`config.mk`:
```
export PLATFORM = sky130hd
export DESIGN_NAME = checksummed_sentence_deframer
export DESIGN_NICKNAME = d
export VERILOG_FILES = /design/src/sv/csd_pkg.sv /design/src/sv/checksummed_sentence_deframer.sv
export VERILOG_INCLUDE_DIRS = /design/src /design/src/sv
export SDC_FILE = /design/constraint.sdc
export NUM_CORES = 1
export LEC_CHECK = 0
export BUFFER_PORTS_ARGS = -buffer_cell sky130_fd_sc_hd__buf_2
export CORE_ASPECT_RATIO = 0.6
export CORE_MARGIN = 3
export CORE_UTILIZATION = 50
export DETAILED_ROUTE_END_ITERATION = 6
export GPL_ROUTABILITY_DRIVEN = 0
export PLACE_DENSITY = 0.64
export SLEW_MARGIN = 20
export SYNTH_ARGS = -nofsm -noshare
export SYNTH_HDL_FRONTEND = slang
export SYNTH_SLANG_ARGS = --single-unit
```
`constraint.sdc`:
```
create_clock -name clock -period 3.5 [get_ports clock]
set_clock_uncertainty 0.1 [all_clocks]
set_input_delay 0.7 -clock clock [delete_from_list [all_inputs] [get_ports clock]]
set_output_delay 0.7 -clock clock [all_outputs]
set_load 0.01 [all_outputs]
```
`src/sv/checksummed_sentence_deframer_macros.svh`:
```
// assertion helpers for the sentence deframer, sampled on clock, off during reset
`ifndef CHECKSUMMED_SENTENCE_DEFRAMER_MACROS_SVH
`define CHECKSUMMED_SENTENCE_DEFRAMER_MACROS_SVH

// same-cycle implication
`define CSD_ASSERT_NOW(lbl, ante, cons, msg) \
   lbl: assert property (@(posedge clock) disable iff (reset) (ante) |-> (cons)) \
      else $error(msg);

// next-cycle implication
`define CSD_ASSERT_NEXT(lbl, ante, cons, msg) \
   lbl: assert property (@(posedge clock) disable iff (reset) (ante) |=> (cons)) \
      else $error(msg);

`endif

```
`src/sv/csd_pkg.sv`:
```
`default_nettype none
package csd_pkg;

   // payload store and counter sizing
   localparam int STORE_DEPTH     = 64;
   localparam int CNT_W           = 7;
   localparam int DEF_MAX_PAYLOAD = STORE_DEPTH;

   // framing characters
   localparam logic [7:0] CH_DOLLAR   = 8'h24;
   localparam logic [7:0] CH_ASTERISK = 8'h2A;
   localparam logic [7:0] CH_NEWLINE  = 8'h0A;

   // result status codes
   typedef enum logic [1:0] {
      ST_WAITING = 2'd0,
      ST_GOOD    = 2'd1,
      ST_FAIL    = 2'd2,
      ST_PAYLOAD = 2'd3
   } status_type;

   // parse and emit phases
   typedef enum logic [6:0] {
      PH_WAIT    = 7'b0000001,
      PH_REC     = 7'b0000010,
      PH_HEX_HI  = 7'b0000100,
      PH_HEX_LO  = 7'b0001000,
      PH_NEWLINE = 7'b0010000,
      PH_READ    = 7'b0100000,
      PH_LOAD    = 7'b1000000
   } phase_type;

   // hex digit value in the low nibble, top bit set when not a hex digit
   function automatic logic [4:0] hex_value(input logic [7:0] c);
      logic [4:0] v;
      if (c >= 8'h30 && c <= 8'h39) begin
         v = {1'b0, 4'(c - 8'h30)};
      end else if (c >= 8'h41 && c <= 8'h46) begin
         v = {1'b0, 4'(c - 8'h41 + 8'd10)};
      end else if (c >= 8'h61 && c <= 8'h66) begin
         v = {1'b0, 4'(c - 8'h61 + 8'd10)};
      end else begin
         v = 5'b10000;
      end
      return v;
   endfunction

endpackage
`default_nettype wire

```
`src/sv/checksummed_sentence_deframer.sv`:
```
// channel  dir  handshake              payload
// req      in   req_tvalid/req_tready  req_tdata[7:0] rx_byte
// rsp      out  rsp_tvalid/rsp_tready  rsp_tdata payload_byte, payload_count;
//                                      rsp_tuser status; rsp_tlast last
//
// each received byte gives one result from the output register, except that a good frame's
// newline with stored payload gives none itself and instead emits its n payload bytes, each
// read from the registered payload memory and then loaded into the output register
// input is held off while the payload run is read out
// reset clears phase, counters and the output valid; the payload memory is not cleared,
// only entries written in the current frame are ever read
// a stalled result holds in the output register; the next byte is taken in the cycle
// that result transfers
`default_nettype none
`include "checksummed_sentence_deframer_macros.svh"

module checksummed_sentence_deframer
   import csd_pkg::*;
#(
   parameter int MAX_PAYLOAD = DEF_MAX_PAYLOAD
) (
   input  wire logic        clock,
   input  wire logic        reset,
   input  wire logic        req_tvalid,
   output logic             req_tready,
   input  wire logic [7:0]  req_tdata,   // [7:0] rx_byte
   output logic             rsp_tvalid,
   input  wire logic        rsp_tready,
   output logic [15:0]      rsp_tdata,   // [7:0] payload_byte, [14:8] payload_count, [15] zero
   output logic [1:0]       rsp_tuser,   // [1:0] status
   output logic             rsp_tlast    // last result caused by this byte
);

   localparam int AW = (MAX_PAYLOAD > 1) ? $clog2(MAX_PAYLOAD) : 1;
   localparam logic [CNT_W-1:0] MAX_CNT = CNT_W'(MAX_PAYLOAD);

   // payload memory, one write port on the record path, one registered read port
   logic [7:0] mem [MAX_PAYLOAD];
   logic [7:0] mem_rdata_ff;
   logic       mem_we;
   logic       mem_re;

   // parse state
   phase_type        phase_ff, phase_in;
   logic [CNT_W-1:0] wp_ff, wp_in;        // bytes stored in this frame
   logic [7:0]       xor_ff, xor_in;      // running xor of stored bytes
   logic [3:0]       hi_ff, hi_in;        // first checksum digit
   logic [CNT_W-1:0] rd_ptr_ff, rd_ptr_in;

   // output register
   logic             rsp_valid_ff, rsp_valid_in;
   status_type       rsp_status_ff, rsp_status_in;
   logic [7:0]       rsp_byte_ff, rsp_byte_in;
   logic [CNT_W-1:0] rsp_count_ff, rsp_count_in;
   logic             rsp_last_ff, rsp_last_in;

   logic             out_free;
   logic             req_fire;
   logic [4:0]       hex;
   logic [CNT_W-1:0] rd_next;
   logic             run_done;

   assign out_free   = !rsp_valid_ff || rsp_tready;
   assign req_tready = out_free && (phase_ff != PH_READ) && (phase_ff != PH_LOAD);
   assign req_fire   = req_tvalid && req_tready;
   assign hex        = hex_value(req_tdata);
   assign rd_next    = rd_ptr_ff + CNT_W'(1);
   assign run_done   = (rd_next == wp_ff);

   assign rsp_tvalid = rsp_valid_ff;
   assign rsp_tdata  = {1'b0, rsp_count_ff, rsp_byte_ff};
   assign rsp_tuser  = rsp_status_ff;
   assign rsp_tlast  = rsp_last_ff;

   always_comb begin
      phase_in      = phase_ff;
      wp_in         = wp_ff;
      xor_in        = xor_ff;
      hi_in         = hi_ff;
      rd_ptr_in     = rd_ptr_ff;
      rsp_valid_in  = rsp_valid_ff && !rsp_tready;
      rsp_status_in = rsp_status_ff;
      rsp_byte_in   = rsp_byte_ff;
      rsp_count_in  = rsp_count_ff;
      rsp_last_in   = rsp_last_ff;
      mem_we        = 1'b0;
      mem_re        = 1'b0;

      // every accepted byte gives a single status result unless overridden below
      if (req_fire) begin
         rsp_valid_in  = 1'b1;
         rsp_status_in = ST_GOOD;
         rsp_byte_in   = 8'd0;
         rsp_count_in  = '0;
         rsp_last_in   = 1'b1;
      end

      unique case (phase_ff)
         PH_REC: begin
            if (req_fire) begin
               if (req_tdata == CH_ASTERISK) begin
                  phase_in = PH_HEX_HI;
               end else if (wp_ff >= MAX_CNT) begin
                  // store full
                  rsp_status_in = ST_FAIL;
                  phase_in      = PH_WAIT;
               end else begin
                  mem_we = 1'b1;
                  xor_in = xor_ff ^ req_tdata;
                  wp_in  = wp_ff + CNT_W'(1);
               end
            end
         end
         PH_HEX_HI: begin
            if (req_fire) begin
               if (hex[4]) begin
                  rsp_status_in = ST_FAIL;
                  phase_in      = PH_WAIT;
               end else begin
                  hi_in    = hex[3:0];
                  phase_in = PH_HEX_LO;
               end
            end
         end
         PH_HEX_LO: begin
            if (req_fire) begin
               if (hex[4] || ({hi_ff, hex[3:0]} != xor_ff)) begin
                  rsp_status_in = ST_FAIL;
                  phase_in      = PH_WAIT;
               end else begin
                  phase_in = PH_NEWLINE;
               end
            end
         end
         PH_NEWLINE: begin
            if (req_fire) begin
               if (req_tdata != CH_NEWLINE) begin
                  rsp_status_in = ST_FAIL;
                  phase_in      = PH_WAIT;
               end else if (wp_ff == '0) begin
                  // empty frame: one payload result with zero byte and count
                  rsp_status_in = ST_PAYLOAD;
                  phase_in      = PH_WAIT;
               end else begin
                  // no result for the newline itself, the run follows
                  rsp_valid_in = 1'b0;
                  rd_ptr_in    = '0;
                  phase_in     = PH_READ;
               end
            end
         end
         PH_READ: begin
            mem_re   = 1'b1;
            phase_in = PH_LOAD;
         end
         PH_LOAD: begin
            if (out_free) begin
               rsp_valid_in  = 1'b1;
               rsp_status_in = ST_PAYLOAD;
               rsp_byte_in   = mem_rdata_ff;
               rsp_count_in  = wp_ff;
               rsp_last_in   = run_done;
               rd_ptr_in     = rd_next;
               phase_in      = run_done ? PH_WAIT : PH_READ;
            end
         end
         default: begin
            phase_in = PH_WAIT;
            if (req_fire) begin
               if (req_tdata == CH_DOLLAR) begin
                  phase_in = PH_REC;
                  wp_in    = '0;
                  xor_in   = 8'd0;
               end else begin
                  rsp_status_in = ST_WAITING;
               end
            end
         end
      endcase
   end

   always_ff @(posedge clock) begin
      if (reset) begin
         phase_ff     <= PH_WAIT;
         wp_ff        <= '0;
         xor_ff       <= 8'd0;
         hi_ff        <= 4'd0;
         rd_ptr_ff    <= '0;
         rsp_valid_ff <= 1'b0;
      end else begin
         phase_ff     <= phase_in;
         wp_ff        <= wp_in;
         xor_ff       <= xor_in;
         hi_ff        <= hi_in;
         rd_ptr_ff    <= rd_ptr_in;
         rsp_valid_ff <= rsp_valid_in;
      end
   end

   always_ff @(posedge clock) begin
      rsp_status_ff <= rsp_status_in;
      rsp_byte_ff   <= rsp_byte_in;
      rsp_count_ff  <= rsp_count_in;
      rsp_last_ff   <= rsp_last_in;
   end

   // payload memory ports
   always_ff @(posedge clock) begin
      if (mem_we) begin
         mem[wp_ff[AW-1:0]] <= req_tdata;
      end
   end

   always_ff @(posedge clock) begin
      if (mem_re) begin
         mem_rdata_ff <= mem[rd_ptr_ff[AW-1:0]];
      end
   end

   `CSD_ASSERT_NOW(a_no_input_in_run, (phase_ff == PH_READ) || (phase_ff == PH_LOAD), !req_tready, "input taken during payload run")
   `CSD_ASSERT_NOW(a_wp_in_range, 1'b1, wp_ff <= MAX_CNT, "write position beyond payload limit")
   `CSD_ASSERT_NOW(a_write_only_recording, mem_we, phase_ff == PH_REC, "payload write outside recording")
   `CSD_ASSERT_NOW(a_count_matches, rsp_valid_ff && (rsp_status_ff == ST_PAYLOAD), rsp_count_ff == wp_ff, "payload count differs from stored length")
   `CSD_ASSERT_NEXT(a_run_continues, rsp_valid_ff && rsp_tready && (rsp_status_ff == ST_PAYLOAD) && !rsp_last_ff, (phase_ff == PH_READ) || (phase_ff == PH_LOAD) || (rsp_valid_ff && (rsp_status_ff == ST_PAYLOAD)), "payload run ended early")

endmodule
`default_nettype wire
```
======== Yosys cells after proc, flatten, opt, wreduce, memory -nomap -nowiden ========
Memory sizes are Yosys's and may differ from the RTL's. A register that Yosys moved wholly into a read port is not among the register bits.
Index checks and enable logic that the tools add are counted.
cells by class
  bitwise gates (word level) .............. 3
  $lt $le $gt $ge ......................... 7
  multiplexer cells ....................... 72
  add/sub/neg operators ................... 7
  eq/ne operators ......................... 23
  reductions and logical operators ........ 19
operator list
  kind                                                               count
  2-to-1 mux 7 bit                                                   19
  2-to-1 mux 8 bit                                                   8
  case mux 7 bit (6 select lines)                                    1
  2-to-1 mux 2 bit                                                   16
  case mux 7 bit (2 select lines)                                    2
  2-to-1 mux 5 bit                                                   4
  2-to-1 mux 6 bit                                                   3
  != test 2 bit, second input constant                               9
  == test 8 x 6 -> 1 bit, second input constant                      2
  greater-or-equal comparator 8 x 7 -> 1 bit, second input constant  2
  less-or-equal comparator 8 x 7 -> 1 bit, second input constant     2
  case mux 8 bit (2 select lines)                                    1
  2-to-1 mux 1 bit                                                   15
  adder 7 x 1 -> 7 bit, second input constant                        2
  case mux 2 bit (6 select lines)                                    1
  subtractor 4 x 1 -> 4 bit, second input constant                   3
  AND reduction 5 bit                                                2
  adder 4 bit, second input constant                                 2
  greater-or-equal comparator 8 x 6 -> 1 bit, second input constant  1
  less-or-equal comparator 8 x 6 -> 1 bit, second input constant     1
  != test 8 x 4 -> 1 bit, second input constant                      1
  != test 8 bit                                                      1
  XOR 8 bit                                                          1
  == test 7 x 2 -> 1 bit, second input constant                      1
  other kinds (21)                                                   31
word-level totals
  register bits after elaboration ......... 52
  bits of input ports ..................... 12
  RAM bits ................................ 512
  memories kept ........................... 1
memory list
  memory  depth  width  rd ports  clocked after memory_dff  write ports  line                                 source
  mem     64     8      1         1                         1            checksummed_sentence_deframer.sv:38  logic [7:0] mem [MAX_PAYLOAD];

======== Longest topological paths before layout ========
  word-level depth ........................ 10
  mapped depth ............................ 10
  mapped depth without buffers ............ 8

======== Least setup slack after synthesis ========
No wires, ideal clock.
  path type ............................... input-to-reg
  from .................................... input req_tdata[0]
  to ...................................... memory mem[62][0] (enable)
  stages on the path ...................... 8
  data arrival time ....................... 2.361 ns
  setup time .............................. 0.371 ns
  required time ........................... 3.029 ns
  path slack .............................. 0.669 ns
  buffers on the path ..................... 1
  path through ............................ inv_1 > ha_1 > nand3_1 > nand4_1 > buf_2 > nor3_1 > nand3_1 > nor2_1
between the ends
  cells in the longest elaborated chain, start to end .. 6
ends and longest elaborated chain
  item                                    line                                  source
  start: declaration                      checksummed_sentence_deframer.sv:26   input wire logic [7:0] req_tdata,
  == test 8 x 6 -> 1 bit                  checksummed_sentence_deframer.sv:101  if (req_tdata == CH_ASTERISK) begin
  2-to-1 mux 1 bit                        checksummed_sentence_deframer.sv:101
  2-to-1 mux 1 bit                        checksummed_sentence_deframer.sv:100  if (req_fire) begin
  2-to-1 mux 1 bit                        checksummed_sentence_deframer.sv:98   unique case (phase_ff)
  2-to-1 mux 1 bit                        checksummed_sentence_deframer.sv:209  if (mem_we) begin
  2-to-1 mux 1 bit (not written as such)  checksummed_sentence_deframer.sv:210  mem[wp_ff[AW-1:0]] <= req_tdata;
  end: declaration                        checksummed_sentence_deframer.sv:38
Every way passes these cells.

======== Worst setup path in the final report ========
  from .................................... register phase_ff[6]
  to ...................................... memory mem[62][4] (enable)
between the ends
  cells in the longest elaborated chain, start to end .. 8
  elaborated cells on any way between the ends .. 10
  classes of those cells .................. 3 x eq/ne; 4 x mux; 3 x reduce/logical
ends and longest elaborated chain
  item                                        line                                  source
  start: declaration                          checksummed_sentence_deframer.sv:44   phase_type phase_ff, phase_in;
  start signal: assignment                    checksummed_sentence_deframer.sv:191  phase_ff <= phase_in;
  != test 7 x 6 -> 1 bit                      checksummed_sentence_deframer.sv:64   assign req_tready = out_free && (phase_ff != PH_READ) && (phase_ff != PH_LOAD);
  logical AND 1 bit (2 in a row)              checksummed_sentence_deframer.sv:64
  logical AND 1 bit                           checksummed_sentence_deframer.sv:65   assign req_fire = req_tvalid && req_tready;
  2-to-1 mux 1 bit                            checksummed_sentence_deframer.sv:100
  2-to-1 mux 1 bit (*)                        checksummed_sentence_deframer.sv:98
  2-to-1 mux 1 bit (*)                        checksummed_sentence_deframer.sv:209
  2-to-1 mux 1 bit (not written as such) (*)  checksummed_sentence_deframer.sv:210
Every way passes the cells marked *; elsewhere a longest branch is shown, timed or not.

==> qor.csv <==
metric,value,unit
status,completed,
layout cells sized above 1,0.281,
"CTS clk-pin slew, worst paths",0.07,ns
final slew viol count,0,
type of origin of the critical path,register,
chip width,283,µm
Max Buffers Root-to-Sink,3,
Mapped Nets,1221,
H-tree depth,2,
ys flop type,edfxtp_1,
WL/cell,28.8,µm
synthesis-stage register bit count,572,
slack of the critical path,0.205,ns
Slew Limit Headroom,0.394,
FP Rows,60,
adder-cell area share of the yosys netlist,0.00434,
final instance area,25800,µm²
fin util,0.571,
GR met1 Demand/Resource,0.384,
die area,48800,µm²
post-synthesis simple-gate area fraction,0.0488,
DRC viols,0,
initial antenna violation count,0,
CTS Buf Count,50,
Worst Tran Pin Value,0.905,ns
Worst Hold Class,register to register,
DP Cell Count,1843,
maximum VDD drop,0.425,mV
initial cell density of the core,0.510,
routed wire length,55700,µm
Final Hold Viols,0,
GR Layer Usage met3,0.0561,
root buffer cell,clkbuf_16,
compound-gate portion of the synthesized area,0.0382,
CTS tree,done,
"Worst Path Class, Setup",register to register,
GR peak layer,met1,
"Req. time, crit path",3.61,ns
synth cell count leaders,"edfxtp_1, mux4_2, nor2_1",
post-synthesis mux area share,0.158,
Post-Syn Area,23100,µm²
largest family of logic cells by synthesized area,multiplexers,
crit path max fanout,8,
most common cell in the netlist,edfxtp_1,
pre-CTS WS,0.0112,ns
grt ovf,0,
largest net degree at the start of global routing,68,
I/O pin count,33,
vias in the first global route,11756,
Yosys warnings,0,
Layout Area Growth over Synthesis,11.9,%
M2 GR Usage,0.315,
Ant. Diodes,0,
Post-synth EDFFs,521,
Pwr per Cell Area,504,nW/µm²
Core Area,45200,µm²
Fillers,3481,
first-pass GRT wire length,82800,µm
Final Non-Filler Cells,1935,
static leakage,7.90,nW
Yosys top cell by area,edfxtp_1,
largest cells by area after synthesis,"edfxtp_1, mux4_2, dfxtp_1",
Yosys top cell area share,0.679,
Starting DRT DRC Count,1549,
GRT Overall Usage,0.232,
RSZ-0062 raised after global routing,true,
"Net count, final",1295,
Post-DP Area,24200,µm²
Skew-Pair Late Insertion Delay,0.60,ns
Max Cap Viol,0,
DPL Wire Length,36100,µm
sequential area share after synthesis,0.723,
Gate Count Post-Synth,1201,
total power,13.0,mW
via count,12076,
Final Critical Period,3.29,ns
DRT Pass-1 Iters,5,
data arrival time of the worst path,3.40,ns
Port Buf Inserts,31,
Total Negative Setup Slacks,0,ns
# setup viols final,0,
via-per-instance ratio,6.24,
post-synth cell types,71,
"Avg Cell Area, Syn",19.2,µm²
CTS Hold Bufs,0,
Final ANT Viol Nets,0,
Max Clock Freq,304,MHz
CTS Sinks,572,
Post-Synth XOR/XNOR Area,0.0116,
Post-synth ARST share,0,
Min Hold Slack,0.364,ns
Die Ht,172,µm
Tcrit/Tclk final,0.941,
crit path capture type,register,
[layer usage]
metal	share of wire	routed length, µm
met3	0.099	5540
met1	0.47	26300
met4	0.014	752
met5	0	0
met2	0.41	23100
[cell families after synthesis]
family          count (synthesis)
compound gates                120
fa+ha+maj                       8
buf+inv                        85
other cells                     1
flops                         572
xor+xnor                       29
mux                           163
simple gates                  223
[state kept, by name, indices dropped and copies added (netlist names), named ones only]
name	cells
hi_ff	4
rsp_tlast	1
mem_rdata_ff	8
wp_ff	7
rsp_count_ff	7
rd_ptr_ff	7
xor_ff	8
mem	512
rsp_byte_ff	8
phase_ff	7
rsp_tuser	1
rsp_tvalid	1
[critical path, cell delays in order, from the launching register on]
cell	delay, ns
dfxtp_1	0.42
nor4_2	0.61
nand4_1	0.35
nor3_1	0.42
nand3_1	0.17
buf_4	0.20
nor2_1	0.63
[cell type report]
type | instances | area (µm²) | share of cell area
Timing Repair Buffer | 96 | 718 | 0.0278
Clock inverter | 27 | 231 | 0.00897
Sequential cell | 572 | 16700 | 0.646
Tap cell | 620 | 776 | 0.0301
Clock buffer | 65 | 1310 | 0.0507
Inverter | 11 | 41.3 | 0.00160
Multi-Input combinational cell | 544 | 6050 | 0.235
[layout by cell type, fill, tap and decap left out, drive strengths merged, types with 18 or more instances in the layout]
master	n
edfxtp	521
nand2	28
mux4	160
dfxtp	51
nor2	102
clkbuf	65
buf	96
o21ai	18
clkinv	20
a21oi	28
xnor2	18
[repair_timing]
action	CTS	global route
gates resized for setup	0	15
setup buffers	0	0
setup endpoints to repair	0	128
[report_power, final]
part,internal [mW],switching [mW]
registers,7.44,0.00176
logic,0.0405,0.178
clock network,2.88,2.47
[path summary, 6_finish.rpt]
kind	to	from	cells past startpoint	slack, ns
max reg2reg	mem[62][4]	phase_ff[6]	6	0.21
min reg2reg	rsp_byte_ff[4]	mem_rdata_ff[4]	1	0.36
min	rsp_byte_ff[4]	mem_rdata_ff[4]	1	0.36
max	mem[62][4]	phase_ff[6]	6	0.21
Note: power is estimated with default switching activity, not from simulation.
